==> src/sv/ncot_pkg.sv <==
`default_nettype none
package ncot_pkg;

   // item kinds on the request channel
   localparam logic [1:0] KIND_LOAD  = 2'd0;
   localparam logic [1:0] KIND_POINT = 2'd1;
   localparam logic [1:0] KIND_CLEAR = 2'd2;
   localparam logic [1:0] KIND_READ  = 2'd3;

   // register indexes
   localparam logic [1:0] CFG_CLUSTERS = 2'd0;
   localparam logic [1:0] CFG_DIMS     = 2'd1;
   localparam logic [1:0] CFG_OUTLIERS = 2'd2;

   // register reset values
   localparam logic [4:0] RST_CLUSTERS = 5'd16;
   localparam logic [7:0] RST_DIMS     = 8'd90;
   localparam logic [9:0] RST_OUTLIERS = 10'd500;

   // result kinds
   localparam logic RES_ASSIGN = 1'b0;
   localparam logic RES_SLOT   = 1'b1;

   localparam int COORD_W = 16;
   localparam int DIST_W  = 41;
   localparam int ID_W    = 20;
   localparam int CSR_W   = 10;
   localparam logic [DIST_W-1:0] DIST_MAX = {DIST_W{1'b1}};

   // controller to datapath
   typedef struct packed {
      logic capture;
      logic cent_wr;
      logic tbl_clear;
      logic acc_step;
      logic min_step;
      logic track;
      logic scan_step;
      logic slot_rd;
      logic rsp_point;
      logic rsp_read;
   } cmd_type;

   // datapath to controller
   typedef struct packed {
      logic coord_ok;
      logic cnt_last;
      logic acc_busy;
      logic scan_last;
      logic scan_busy;
      logic need_scan;
      logic rsp_free;
   } sts_type;

endpackage
`default_nettype wire

==> src/sv/ncot_ctrl.sv <==
`default_nettype none
module ncot_ctrl import ncot_pkg::*; (
   input  wire logic       clock,
   input  wire logic       reset,
   input  wire logic       req_valid,
   output logic            req_stall,
   input  wire logic [1:0] req_kind,
   input  wire logic       req_last_coord,
   input  wire sts_type    sts,
   output cmd_type         cmd
);

   localparam logic [3:0] S_IDLE   = 4'd0;
   localparam logic [3:0] S_ACC    = 4'd1;
   localparam logic [3:0] S_ADRAIN = 4'd2;
   localparam logic [3:0] S_MIN    = 4'd3;
   localparam logic [3:0] S_TRACK  = 4'd4;
   localparam logic [3:0] S_SCAN   = 4'd5;
   localparam logic [3:0] S_SDRAIN = 4'd6;
   localparam logic [3:0] S_RESP   = 4'd7;
   localparam logic [3:0] S_READ   = 4'd8;

   logic [3:0] state_ff, state_in;
   logic       last_ff;
   logic       accept;

   assign req_stall = (state_ff != S_IDLE);
   assign accept    = req_valid && !req_stall;

   always_ff @(posedge clock) begin
      if (reset) begin
         state_ff <= S_IDLE;
         last_ff  <= 1'b0;
      end else begin
         state_ff <= state_in;
         if (accept) begin
            last_ff <= req_last_coord;
         end
      end
   end

   // next state and commands
   always_comb begin
      state_in = state_ff;
      cmd      = '0;
      unique case (state_ff)
         S_IDLE: begin
            if (accept) begin
               cmd.capture = 1'b1;
               unique case (req_kind)
                  KIND_LOAD:  cmd.cent_wr = 1'b1;
                  KIND_CLEAR: cmd.tbl_clear = 1'b1;
                  KIND_POINT: begin
                     if (sts.coord_ok) begin
                        state_in = S_ACC;
                     end else if (req_last_coord) begin
                        state_in = S_MIN;
                     end
                  end
                  KIND_READ: begin
                     cmd.slot_rd = 1'b1;
                     state_in    = S_READ;
                  end
               endcase
            end
         end
         S_ACC: begin
            cmd.acc_step = 1'b1;
            if (sts.cnt_last) begin
               state_in = S_ADRAIN;
            end
         end
         S_ADRAIN: begin
            if (!sts.acc_busy) begin
               state_in = last_ff ? S_MIN : S_IDLE;
            end
         end
         S_MIN: begin
            cmd.min_step = 1'b1;
            if (sts.cnt_last) begin
               state_in = S_TRACK;
            end
         end
         S_TRACK: begin
            cmd.track = 1'b1;
            state_in  = sts.need_scan ? S_SCAN : S_RESP;
         end
         S_SCAN: begin
            cmd.scan_step = 1'b1;
            if (sts.scan_last) begin
               state_in = S_SDRAIN;
            end
         end
         S_SDRAIN: begin
            if (!sts.scan_busy) begin
               state_in = S_RESP;
            end
         end
         S_RESP: begin
            if (sts.rsp_free) begin
               cmd.rsp_point = 1'b1;
               state_in      = S_IDLE;
            end
         end
         S_READ: begin
            if (sts.rsp_free) begin
               cmd.rsp_read = 1'b1;
               state_in     = S_IDLE;
            end
         end
         default: state_in = S_IDLE;
      endcase
   end

endmodule
`default_nettype wire

==> config.mk <==
export PLATFORM = sky130hd
export DESIGN_NAME = ncot_ctrl
export DESIGN_NICKNAME = d
export VERILOG_FILES = /design/src/sv/ncot_pkg.sv /design/src/sv/ncot_ctrl.sv
export SDC_FILE = /design/constraint.sdc
export NUM_CORES = 1
export LEC_CHECK = 0
export BUFFER_PORTS_ARGS = -buffer_cell sky130_fd_sc_hd__buf_4
export CAP_MARGIN = 20
export CORE_MARGIN = 5
export CORE_UTILIZATION = 35
export CTS_CLUSTER_DIAMETER = 120
export CTS_CLUSTER_SIZE = 40
export DETAILED_ROUTE_END_ITERATION = 10
export SETUP_SLACK_MARGIN = 0.4
export SYNTH_ARGS = -nofsm -noshare
export SYNTH_HDL_FRONTEND = slang
export SYNTH_SLANG_ARGS = --single-unit
==> constraint.sdc <==
create_clock -name clock -period 2.8 [get_ports clock]
set_input_delay 0.56 -clock clock [delete_from_list [all_inputs] [get_ports clock]]
set_output_delay 0.56 -clock clock [all_outputs]
set_load 0.03 [all_outputs]
==> results of run 1 <==
power breakdown:
| part | internal [mW] | switching, mW |
|---|---|---|
| logic | 0.172 | 0.210 |
| clock network | 0.0537 | 0.0273 |
| registers | 0.0921 | 0.0592 |
| total | 0.318 | 0.297 |
critical path, cell delays in order (launching register included):
cell and delay [ns]:
dfxtp_1 0.45, nor4_2 0.35, nand2_1 0.18, nor3b_1 0.21
buf_4 0.19
cell usage after synthesis, types with 2 or more instances:
| cell type | n | area [um2] |
|---|---|---|
| nor3_1 | 2 | 10.0 |
| nand2_1 | 6 | 22.5 |
| a211oi_2 | 2 | 25.0 |
| inv_1 | 3 | 11.3 |
| a211oi_1 | 2 | 15.0 |
| nor3b_1 | 2 | 15.0 |
| a21oi_1 | 4 | 20.0 |
| nand3b_1 | 3 | 22.5 |
| buf_6 | 2 | 22.5 |
| dfxtp_1 | 5 | 100 |
| nor2_1 | 9 | 33.8 |
| mux2i_1 | 3 | 30.0 |
| nor4_1 | 3 | 18.8 |
path summary, 6_finish.rpt:
kind                                          startpoint                  endpoint  slack, ns
worst min register to register      last_ff$_SDFFE_PP0N_      last_ff$_SDFFE_PP0N_       0.49
worst max-delay path            state_ff[1]$_SDFFE_PP0P_                    cmd[7]       0.63
worst max register to register  state_ff[1]$_SDFFE_PP0P_  state_ff[2]$_SDFFE_PP0P_       1.09
worst min-delay path                last_ff$_SDFFE_PP0N_      last_ff$_SDFFE_PP0N_       0.49
per-layer routing:
metal,global-route usage [%],share of wire (%),up-vias
met5,0,0,-
met4,3.31,0,0
met3,4.21,9.8,0
met2,19.0,45,18
met1,16.2,45,215
li1,-,-,264
area by class of cell:
type | count | area (um2)
clock buffer | 4 | 26.3
timing repair buffer | 23 | 173
inverter | 5 | 18.8
tap | 15 | 18.8
fill | 142 | 631
multi-input combinational | 47 | 334
sequential | 5 | 100
sequential cells by signal (all words and copies together) (netlist names):
signal / cells
last_ff: 1
state_ff: 4
cell families after synthesis:
group / count (synthesis) / synth area share (%)
AND/OR/NAND/NOR: 32 / 40.5
AO/OA/AOI/OAI: 12 / 21.3
flip-flops: 5 / 20.8
multiplexers: 3 / 6.23
buffers and inverters: 9 / 11.2
what timing repair did:
item                       in CTS  in global routing
gates resized for setup         0                  1
hold endpoints to repair        0                  0
setup endpoints to repair       0                  3
cells in the final DEF (no fill, tap or decap):
cell type and count:
buf_4 23, nor2_1 9, nand2_1 6, dfxtp_1 5, a21oi_1 4, inv_1 3, nand3b_1 3, mux2i_1 3
clkbuf_4 3, nor3_1 2, nor3b_1 2, nor4_1 2, a211oi_2 2, a211oi_1 2, nor4_2 1, inv_2 1
or3_1 1, or4b_4 1, clkinv_1 1, or3_2 1, a31oi_4 1, nand4b_1 1, a21oi_2 1, nand2b_1 1
or3b_1 1, nor4_4 1, o21ai_0 1, o211ai_1 1, clkbuf_1 1
stage by stage:
step | hold slack (ns) | utilization (%) | cell area (um2)
after global routing | 0.511 | 51.5 | 671
after floorplan | 0.439 | - | 482
after detailed placement | 0.491 | 49.0 | 638
after CTS | 0.496 | 51.1 | 664
final | 0.487 | 51.5 | 671
after global placement | 0.498 | 49.0 | 638
==> metrics.yaml, run 1 <==
status: "finished, final reports clean"
ys_seq_area_share_pct: 20.8
crit_path_start_kind: "register"
vias_per_cell: 5.02
cts_setup_buffers: 0
cts_tree: "yes"
fmax_ghz: 0.460
num-nets-final: 98
min_path_cells: 2
maxCapViolations: 0
cts_root_buf: "clkbuf_4"
p_leak_nw: 0.273
pwr_density_cell_nw_per_um2: 916
rows: 13
finalPower_mw: 0.614
grtUsageTotal_pct: 12.2
first_iter_violations: 6
hp-class: "register to register"
post-route-period-util_pct: 77.6
synth_edf_count: 0
maxSlewViolCount: 0
rsz0062_at_grt: "false"
tightest_slew_ns: 0.501
grt_max_degree: 16
synth_cell_types: 28
clock_path_buffers: 2
syn-cell-area_um2: 482
hpwl_um: 905
hold_viol: 0
synth_flop_cell: "dfxtp_1"
cp.required_ns: 2.24
grt_antenna_before_repair: 0
port_buffers: 23
dp_slack_ns: 0.783
dp_cells: 95
synth_warnings: 0
worst-setup-path-type: "register to primary output"
core_region_area_um2: 1300
setup_violations: 0
ctsHoldBuffers: 0
cts.sinks: 5
instances_no_fill: 99
wl_per_cell_um: 11.6
ios: 24
setup-tns-final_ns: 0
die_w_um: 47.1
fin_skew_ns: 0.00207
firstDrtPassIters: 3
n_antenna_cell: 0
ant_nets: 0
grt_overflow: 0
drive_gt1_share_pct: 41.7
clk_pin_slew_worst_paths_ns: 0.04
cp_max_fo: 15
cts_max_level: 1
grt_pass1_vias: 466
synthCells: 61
die_area_um2: 2220
gp_congestion: 0.697
relSlewSlack_pct: 66.5
async_flop_share_pct: 0
syn_to_final_growth_pct: 39.2
finalCriticalPeriod_ns: 2.17
drcViolationCount: 0
start_util_pct: 37.0
syn_avg_cell_area_um2: 7.90
fin_ws_ns: 0.627
dr_total_vias: 497
clk_latency_ns: 0.24
cts_buffers: 3
fp.dieH_um: 47.1
grt_pass1_wl_um: 1950
worst-r2r-cell-count: 5
arrival_ns: 1.61
routed_wl_um: 1150
syn_nets: 74
vdd_drop_max_mv: 0.538
ys_ff_latch: 5
worst_setup_path_end_kind: "primary output"
No activity file was read; power rests on OpenSTA's default activity.
==> run 2, diff against run 1 <==
clock period = 2.3 ns   (was 2.8 ns; I/O delays follow)
==> metrics.yaml, run 2 (synthesized netlist as in run 1, its figures left out) <==
status: "finished, final reports clean"
cts_buffers: 3
grt_overflow: 0
fmax_ghz: 0.529
ios: 24
top_regs: "state_ff x4, last_ff x1"
drive_gt1_share_pct: 63.2
hpwl_um: 955
worst-setup-path-type: "register to primary output"
largest_reg_flops: 4
grt_max_degree: 11
vdd_drop_max_mv: 0.561
grt_pass1_vias: 541
n_antenna_cell: 0
clk_pin_slew_worst_paths_ns: 0.05
die_area_um2: 2220
min_from: "reset"
largest_register: "state_ff"
gp_congestion: 0.654
hp-class: "input pin to register"
maxSlewViolCount: 0
finalCriticalPeriod_ns: 1.89
routed_wl_um: 1380
cp-startpoint: "state_ff[3]$_SDFFE_PP0P_"
grt_pass1_wl_um: 2330
drcViolationCount: 0
cts_root_buf: "clkbuf_4"
fp.dieH_um: 47.1
worst-r2r-setup-slack_ns: 0.60
wl_per_cell_um: 12.6
hold_viol: 0
cts_tree: "yes"
finalPower_mw: 0.941
tightest_slew_ns: 0.344
worst_setup_path_end_kind: "primary output"
rows: 13
cts_max_level: 1
crit_slowest_cell: "dfxtp_4"
cp.required_ns: 1.84
num-nets-final: 109
fin_skew_ns: 0.00425
p_leak_nw: 0.347
die_w_um: 47.1
rr_startpoint: "state_ff[1]$_SDFFE_PP0P_"
cts.sinks: 5
arrival_ns: 1.43
cp_max_fo: 5
port_buffers: 23
path_cells: "nor4_4 -> nand2_2 -> nor3b_2 -> buf_4"
core_region_area_um2: 1300
relSlewSlack_pct: 76.9
first_iter_violations: 10
maxCapViolations: 0
ant_nets: 0
layout_commonest_cell: "buf_4"
dr_total_vias: 565
pwr_density_cell_nw_per_um2: 1130
grt_antenna_before_repair: 0
vias_per_cell: 5.14
setup_violations: 0
rsz0062_at_grt: "true"
clock_path_buffers: 2
crit_path_start_kind: "register"
grtUsageTotal_pct: 15.0
slowest_delay_ns: 0.36
layout_common_cells: "32 x buf_4, 6 x nor2_1, 5 x nand2_1"
clk_latency_ns: 0.24
start_util_pct: 37.0
setup-tns-final_ns: 0
firstDrtPassIters: 4
post-route-period-util_pct: 82.1
syn_to_final_growth_pct: 72.5
==> run 2: cell count changes in the layout (fill, tap and decap cells not counted), sizes merged <==
cell	previous run	this run
buf	23	34
==> run 2: path summary, 6_finish.rpt <==
| path | cells after the start | endpoint |
|---|---|---|
| worst min register to register | 2 | last_ff$_SDFFE_PP0N_ |
| worst max-delay path | 4 | cmd[7] |
| worst min-delay path | 2 | state_ff[0]$_SDFFE_PP0P_ |
| worst max register to register | 7 | state_ff[2]$_SDFFE_PP0P_ |
==> run 2: layout make-up <==
cell class                 instances  area [um2]
multi-input combinational         47         380
inverter                           5        18.8
tap                               15        18.8
fill                             119         470
sequential                         5         115
clock buffer                       4        26.3
timing repair buffer              34         272
==> run 2: critical path, delay by kind of cell, from the launching register on <==
kind / cells / cell delay [ns]
flops: 1 / 0.36
simple gates: 3 / 0.65
buf+inv: 1 / 0.18
==> run 2: per-stage QoR <==
stage	setup WS [ns]	instances	util [%]	hold slack [ns]	instance area, um2
floorplan	0.456	61	-	0.439	504
global placement	0.391	96	51.3	0.488	668
detailed placement	0.373	96	51.3	0.486	668
CTS	0.390	109	62.5	0.402	813
global route	0.353	110	63.8	0.403	831
finish	0.411	110	63.8	0.398	831
==> run 2: metal layers <==
layer  part of all wire (%)  track usage (%)  vias to the layer above  wire, um
li1                       -                -                      289         -
met1                     40             16.6                      250       552
met2                     51             27.4                       22       701
met3                    7.9             3.07                        4       109
met4                    1.3             6.63                        0        18
met5                      0                0                        -         0
==> run 2: repair_timing <==
item | in CTS | in global routing
setup buffers | 9 | 1
endpoints found under the setup margin | 8 | 6
gates cloned | 0 | 0
hold buffers | 0 | 0
gates resized for setup | 13 | 4
pin swaps | 4 | 3
==> run 2: power breakdown <==
part / total (mW) / switching (mW) / leakage (nW) / internal, mW
Combinational: 0.669 / 0.341 / 0.288 / 0.328
Sequential: 0.169 / 0.0457 / 0.0438 / 0.124
Clock: 0.103 / 0.0372 / 0.0150 / 0.0657
Total: 0.941 / 0.424 / 0.347 / 0.517
